$ cat src/rtl/irr_pkg.sv
// ============================================================================
// irr_pkg
// Shared types and constants for the image rotate resampler.
// ============================================================================
`default_nettype none

package irr_pkg;

    localparam int MaxWidth  = 512;
    localparam int MaxHeight = 512;
    localparam int FracBits  = 8;
    localparam int PosFrac   = 18;
    localparam int ColW      = $clog2(MaxWidth);
    localparam int RowW      = $clog2(MaxHeight);
    localparam int AddrW     = ColW + RowW;
    localparam int Depth     = MaxWidth * MaxHeight;
    // rotated position: 2^-18 pixel units, wide enough for any coefficient
    localparam int PosW      = 40;
    localparam int ProdW     = 33;

    localparam logic [31:0] Background = 32'h00FF_FFFF;

    localparam logic OpLoad   = 1'b0;
    localparam logic OpRender = 1'b1;

    localparam logic [2:0] RegSin   = 3'd0;
    localparam logic [2:0] RegCos   = 3'd1;
    localparam logic [2:0] RegCx    = 3'd2;
    localparam logic [2:0] RegCy    = 3'd3;
    localparam logic [2:0] RegLastC = 3'd4;
    localparam logic [2:0] RegLastR = 3'd5;
    localparam logic [2:0] RegMode  = 3'd6;

    typedef struct packed {
        logic        opcode;
        logic [8:0]  pos_x;
        logic [8:0]  pos_y;
        logic [31:0] pixel_in;
    } irr_in_t;

    typedef struct packed {
        logic [8:0]  out_x;
        logic [8:0]  out_y;
        logic [31:0] out_pixel;
    } irr_out_t;

    typedef struct packed {
        logic signed [15:0] sin_coef;
        logic signed [15:0] cos_coef;
        logic signed [14:0] pivot_x;
        logic signed [14:0] pivot_y;
        logic [8:0]         last_column;
        logic [8:0]         last_row;
        logic               filter_mode;
    } irr_cfg_t;

    // one neighbour lookup: address and inside-image flag
    typedef struct packed {
        logic [AddrW-1:0] addr;
        logic             in_img;
    } irr_tap_t;

endpackage

`default_nettype wire

$ cat src/rtl/irr_map.sv
// ============================================================================
// irr_map
// Inverse-rotation of the target position: four register stages producing
// the four neighbour addresses, inside flags and blend fractions.
// ============================================================================
`default_nettype none

module irr_map (
    input  wire logic              aclk,
    input  wire logic              en,
    input  wire irr_pkg::irr_cfg_t cfg,
    input  wire logic [8:0]        pos_x,
    input  wire logic [8:0]        pos_y,
    output irr_pkg::irr_tap_t      tap_tl,
    output irr_pkg::irr_tap_t      tap_tr,
    output irr_pkg::irr_tap_t      tap_bl,
    output irr_pkg::irr_tap_t      tap_br,
    output logic [7:0]             frac_u,
    output logic [7:0]             frac_v
);
    import irr_pkg::*;

    // stage 1: offsets from center
    logic signed [16:0] dx_reg, dy_reg;
    // stage 2: products
    logic signed [ProdW-1:0] xc_reg, ys_reg, xs_reg, yc_reg;
    logic signed [PosW-1:0]  cxo_reg, cyo_reg;
    // stage 3: position
    logic signed [PosW-1:0]  sx_reg, sy_reg;
    // stage 4: taps
    irr_tap_t tl_reg, tr_reg, bl_reg, br_reg;
    logic [7:0] u_reg, v_reg;

    logic signed [PosW-1:0] sx_next, sy_next;
    logic signed [PosW-1:0] lim_x, lim_y;
    logic signed [PosW-1-PosFrac:0] ix, iy, ix1, iy1;
    logic nx_in;
    logic [ColW-1:0] ncol;
    logic [RowW-1:0] nrow;
    irr_tap_t tl_next, tr_next, bl_next, br_next;

    function automatic irr_tap_t make_tap(
        input logic signed [PosW-1-PosFrac:0] c,
        input logic signed [PosW-1-PosFrac:0] r,
        input logic [8:0] lc,
        input logic [8:0] lr
    );
        irr_tap_t t;
        t.in_img = !c[PosW-1-PosFrac] && !r[PosW-1-PosFrac]
                && (c <= $signed({1'b0, lc})) && (r <= $signed({1'b0, lr}))
                && (c < MaxWidth) && (r < MaxHeight);
        t.addr = {r[RowW-1:0], c[ColW-1:0]};
        return t;
    endfunction

    always_comb begin
        sx_next = PosW'(xc_reg) - PosW'(ys_reg) + cxo_reg;
        sy_next = PosW'(xs_reg) + PosW'(yc_reg) + cyo_reg;
        // floor of the position; FracBits of the 18 fraction bits make u, v
        ix  = sx_reg[PosW-1:PosFrac];
        iy  = sy_reg[PosW-1:PosFrac];
        ix1 = ix + 1'b1;
        iy1 = iy + 1'b1;
        lim_x = $signed({{(PosW-9-PosFrac){1'b0}}, cfg.last_column, {PosFrac{1'b0}}});
        lim_y = $signed({{(PosW-9-PosFrac){1'b0}}, cfg.last_row, {PosFrac{1'b0}}});
        tl_next = make_tap(ix, iy, cfg.last_column, cfg.last_row);
        tr_next = make_tap(ix1, iy, cfg.last_column, cfg.last_row);
        bl_next = make_tap(ix, iy1, cfg.last_column, cfg.last_row);
        br_next = make_tap(ix1, iy1, cfg.last_column, cfg.last_row);
        // nearest: nonnegative so floor equals truncation
        nx_in = !sx_reg[PosW-1] && !sy_reg[PosW-1] && sx_reg <= lim_x && sy_reg <= lim_y;
        ncol  = ix[ColW-1:0];
        nrow  = iy[RowW-1:0];
        if (!cfg.filter_mode) begin
            tl_next.in_img = nx_in && (ix < MaxWidth) && (iy < MaxHeight);
            tl_next.addr   = {nrow, ncol};
        end
    end

    always_ff @(posedge aclk) begin
        if (en) begin
            dx_reg  <= $signed({4'b0, pos_x, 4'b0}) - 17'(cfg.pivot_x);
            dy_reg  <= $signed({4'b0, pos_y, 4'b0}) - 17'(cfg.pivot_y);
            xc_reg  <= ProdW'(dx_reg) * ProdW'(cfg.cos_coef);
            ys_reg  <= ProdW'(dy_reg) * ProdW'(cfg.sin_coef);
            xs_reg  <= ProdW'(dx_reg) * ProdW'(cfg.sin_coef);
            yc_reg  <= ProdW'(dy_reg) * ProdW'(cfg.cos_coef);
            cxo_reg <= PosW'(cfg.pivot_x) <<< 14;
            cyo_reg <= PosW'(cfg.pivot_y) <<< 14;
            sx_reg  <= sx_next;
            sy_reg  <= sy_next;
            tl_reg  <= tl_next;
            tr_reg  <= tr_next;
            bl_reg  <= bl_next;
            br_reg  <= br_next;
            u_reg   <= cfg.filter_mode ? sx_reg[PosFrac-1 -: FracBits] : 8'd0;
            v_reg   <= cfg.filter_mode ? sy_reg[PosFrac-1 -: FracBits] : 8'd0;
        end
    end

    assign tap_tl = tl_reg;
    assign tap_tr = tr_reg;
    assign tap_bl = bl_reg;
    assign tap_br = br_reg;
    assign frac_u = u_reg;
    assign frac_v = v_reg;

endmodule

`default_nettype wire

$ cat config.mk
export PLATFORM = sky130hd
export DESIGN_NAME = irr_map
export DESIGN_NICKNAME = d
export VERILOG_FILES = /design/src/rtl/irr_pkg.sv /design/src/rtl/irr_map.sv
export SDC_FILE = /design/constraint.sdc
export NUM_CORES = 2
export LEC_CHECK = 0
export BUFFER_PORTS_ARGS = -buffer_cell sky130_fd_sc_hd__buf_2
export CAP_MARGIN = 20
export CELL_PAD_IN_SITES_DETAIL_PLACEMENT = 2
export CELL_PAD_IN_SITES_GLOBAL_PLACEMENT = 2
export CORE_MARGIN = 1
export CORE_UTILIZATION = 46
export DETAILED_ROUTE_END_ITERATION = 12
export PLACE_DENSITY = 0.95
export SYNTH_ARGS = -nofsm -noshare
export SYNTH_HDL_FRONTEND = slang
export SYNTH_SLANG_ARGS = --single-unit
$ cat constraint.sdc
create_clock -name aclk -period 17.85 [get_ports aclk]
set_clock_uncertainty 0.05 [all_clocks]
set_input_delay 5.355 -clock aclk [delete_from_list [all_inputs] [get_ports aclk]]
set_output_delay 5.355 -clock aclk [all_outputs]
set_load 0.005 [all_outputs]
==> results.toml <==
[timing]
rsz0062_at_grt = "false"
tns_ns = 0
finalMaxSlewViolations = 0
min_period_ns = 13.65
min_period_over_period = 0.765
maxSlewHeadroom = 0.0392
worstMarginPinSlew_ns = 1.43
fmax_mhz = 73.2
setup_viol = 0
finalHoldViolCount = 0

[clock_network]
insertion_delay_ns = 0.68
cts_setup_buffers = 0
cts_buffer_depth = 3
cts_tree = "done"
htree_levels = 2
clock-root-buffer = "clkbuf_16"
postCtsResizedCells = 0
cts.reportedPaths.clkPinSlew_ns = 0.07
numCtsBuffers = 43
cts.sinks = 314
ctsHoldBuffers = 0

[drt]
vias = 50919
wl_per_cell_um = 42.2
wirelength_mm = 315
met3_length_mm = 37.8
drt-met1-wl_mm = 101
met2_length_mm = 140
ant_nets = 0
vias_per_cell = 6.83
route.detailed.drc = 0
dr.max_layer_used = "met5"
drt_first_pass_iters = 7
drt_iter0_drc = 6813

[floorplan]
io_pins = 193
fp.dieH_um = 353
die_width_um = 353
fp-row-count = 128
fp.dieArea_um2 = 124000
core_area_um2 = 122000
start_util = 0.464

[worst_setup_path]
cpMaxStageDelayCell = "a311oi_1"
cp.required_ns = 18.16
rrSetupSlack_ns = 8.75
r2r-end = "ys_reg[26]"
crit_type = "input pin to register"
cpPeakStageDelay_ns = 1.16
cp-end-kind = "register"
critPathLaunch = "cfg[76]"
worstPathMaxFanout = 32
cp_cell_sequence = "buf_2 -> nand2_1 -> fa_1 -> inv_1 -> fa_1 -> fa_1 -> fa_1 -> fa_1 -> inv_1 -> fa_1 -> inv_1 -> ha_1 -> and3_1 -> a311oi_1 -> o21ai_0 -> o21ai_1 -> a21boi_0 -> nor2_1"
arrival_ns = 13.96
crit_top_cell = "fa_1"
critPathCapture = "ys_reg[26]"
worstRegToRegCells = 18
timing.rr.start = "dy_reg[6]"
start_kind = "input pin"

[global_routing]
grt_usage = 0.455
grt_pass1_wl_mm = 408
antenna_found_initial = 13
grt_pass1_vias = 56405
grt-ovfl-total = 0
grt_max_degree = 151

[placed_design]
placed_cell_area_um2 = 58900
place_congestion = 0.866
dp_hpwl_mm = 188
io_buffers = 192

[job]
drv_cap = 0

[cells_and_area]
syn2layout_area_growth_pct = 6.77
mostFrequentLayoutCell = "inv_1"
mostFrequentLayoutCells = "1303 x inv_1, 1086 x fa_1, 574 x nand2_1"
num-nets-final = 7444
finalInstanceArea_um2 = 60400
drive_gt1_frac = 0.0594

[yosys]
ys_ff_latch = 314
synth_top_area_frac = 0.385
async_flop_share = 0
syn-num-nets = 7399
synthFlopType = "edfxtp_1"
synth_area_um2 = 56500
syn_inst = 5734
synth_edf_count = 314
synth_top_area_cell = "fa_1"
yosysWarningCount = 0
yosysUniqueCellTypes = 85
seq_area_frac_synth = 0.167
synth_area_per_cell_um2 = 9.86
synthTopCellsByArea = "fa_1 38%, edfxtp_1 17%, ha_1 11%, inv_1 8.7%, and2_1 5.8%"

[outcome]
outcome = "completed"

[worst_hold_path]
hp-class = "register to register"
[critical path, delay by kind of cell]
family | cells | cell delay (ns)
fa+ha+maj | 7 | 3.76
compound gates | 4 | 2.39
simple gates | 3 | 1.38
buf+inv | 4 | 1.00
[Yosys cell counts (all sizes together) (5+ instances only)]
library cell,instances
a2111oi,9
a211o,13
a211oi,23
a21boi,11
a21o,68
a21oi,174
a221oi,10
a311oi,7
a31o,5
a31oi,19
and2,521
and3,27
and4,9
buf,39
clkbuf,194
edfxtp,314
fa,1086
ha,478
inv,1303
nand2,574
nand2b,35
nand3,51
nand3b,7
nand4,20
nor2,155
nor2b,17
nor3,39
nor4,18
o2111ai,5
o211ai,17
o21a,29
o21ai,106
o21bai,28
o311ai,5
o31a,5
o31ai,13
o41ai,5
or2,9
or3,13
or4,9
xnor2,172
xor2,53
[stage by stage]
step / util / hold slack [ns] / cells / worst slack, ns
detailed placement: 0.483 / 0.492 / 7359 / 4.99
global route: 0.495 / 0.551 / 7443 / 4.42
CTS: 0.495 / 0.524 / 7437 / 5.35
floorplan: - / 0.423 / 5734 / 6.76
finish: 0.495 / 0.525 / 7454 / 4.20
global placement: 0.483 / 0.467 / 7358 / 5.64
[worst min-delay path by stage]
stage / from / end / slack (ns) / cells after the start
CTS: yc_reg[0] / sy_reg[0] / 0.52 / 1
global placement: yc_reg[0] / sy_reg[0] / 0.47 / 1
detailed placement: yc_reg[0] / sy_reg[0] / 0.49 / 1
floorplan: sx_reg[19] / tap_tl[2] / 0.42 / 0
global route: yc_reg[0] / sy_reg[0] / 0.55 / 1
finish: yc_reg[0] / sy_reg[0] / 0.52 / 1
[cell families after synthesis]
family | synth area share
adders and majority gates | 0.490
DFF | 0.167
and+or+nand+nor | 0.136
AOI/OAI and AO/OA | 0.0673
muxes | 0.000531
xor gates and xnor gates | 0.0349
buffers and inverters | 0.105
[final cells by class]
cell class | instances | area, µm²
fillers | 12536 | 61500
multi-input cells | 3882 | 41200
flip-flops and latches | 314 | 9430
inverters | 1305 | 4900
well taps | 1625 | 2030
repair buffers | 233 | 1290
clock buffers | 49 | 1120
clock inverters | 29 | 347
diodes | 17 | 42.5
[routing by layer]
layer	vias up	track usage
li1	17724	-
met1	25777	0.529
met2	5179	0.728
met3	2207	0.0988
met4	32	0.362
met5	-	0
Power is left out: the tool's default activity adds up to more than one toggle a clock period on the data nets, which glitch-free logic cannot reach.
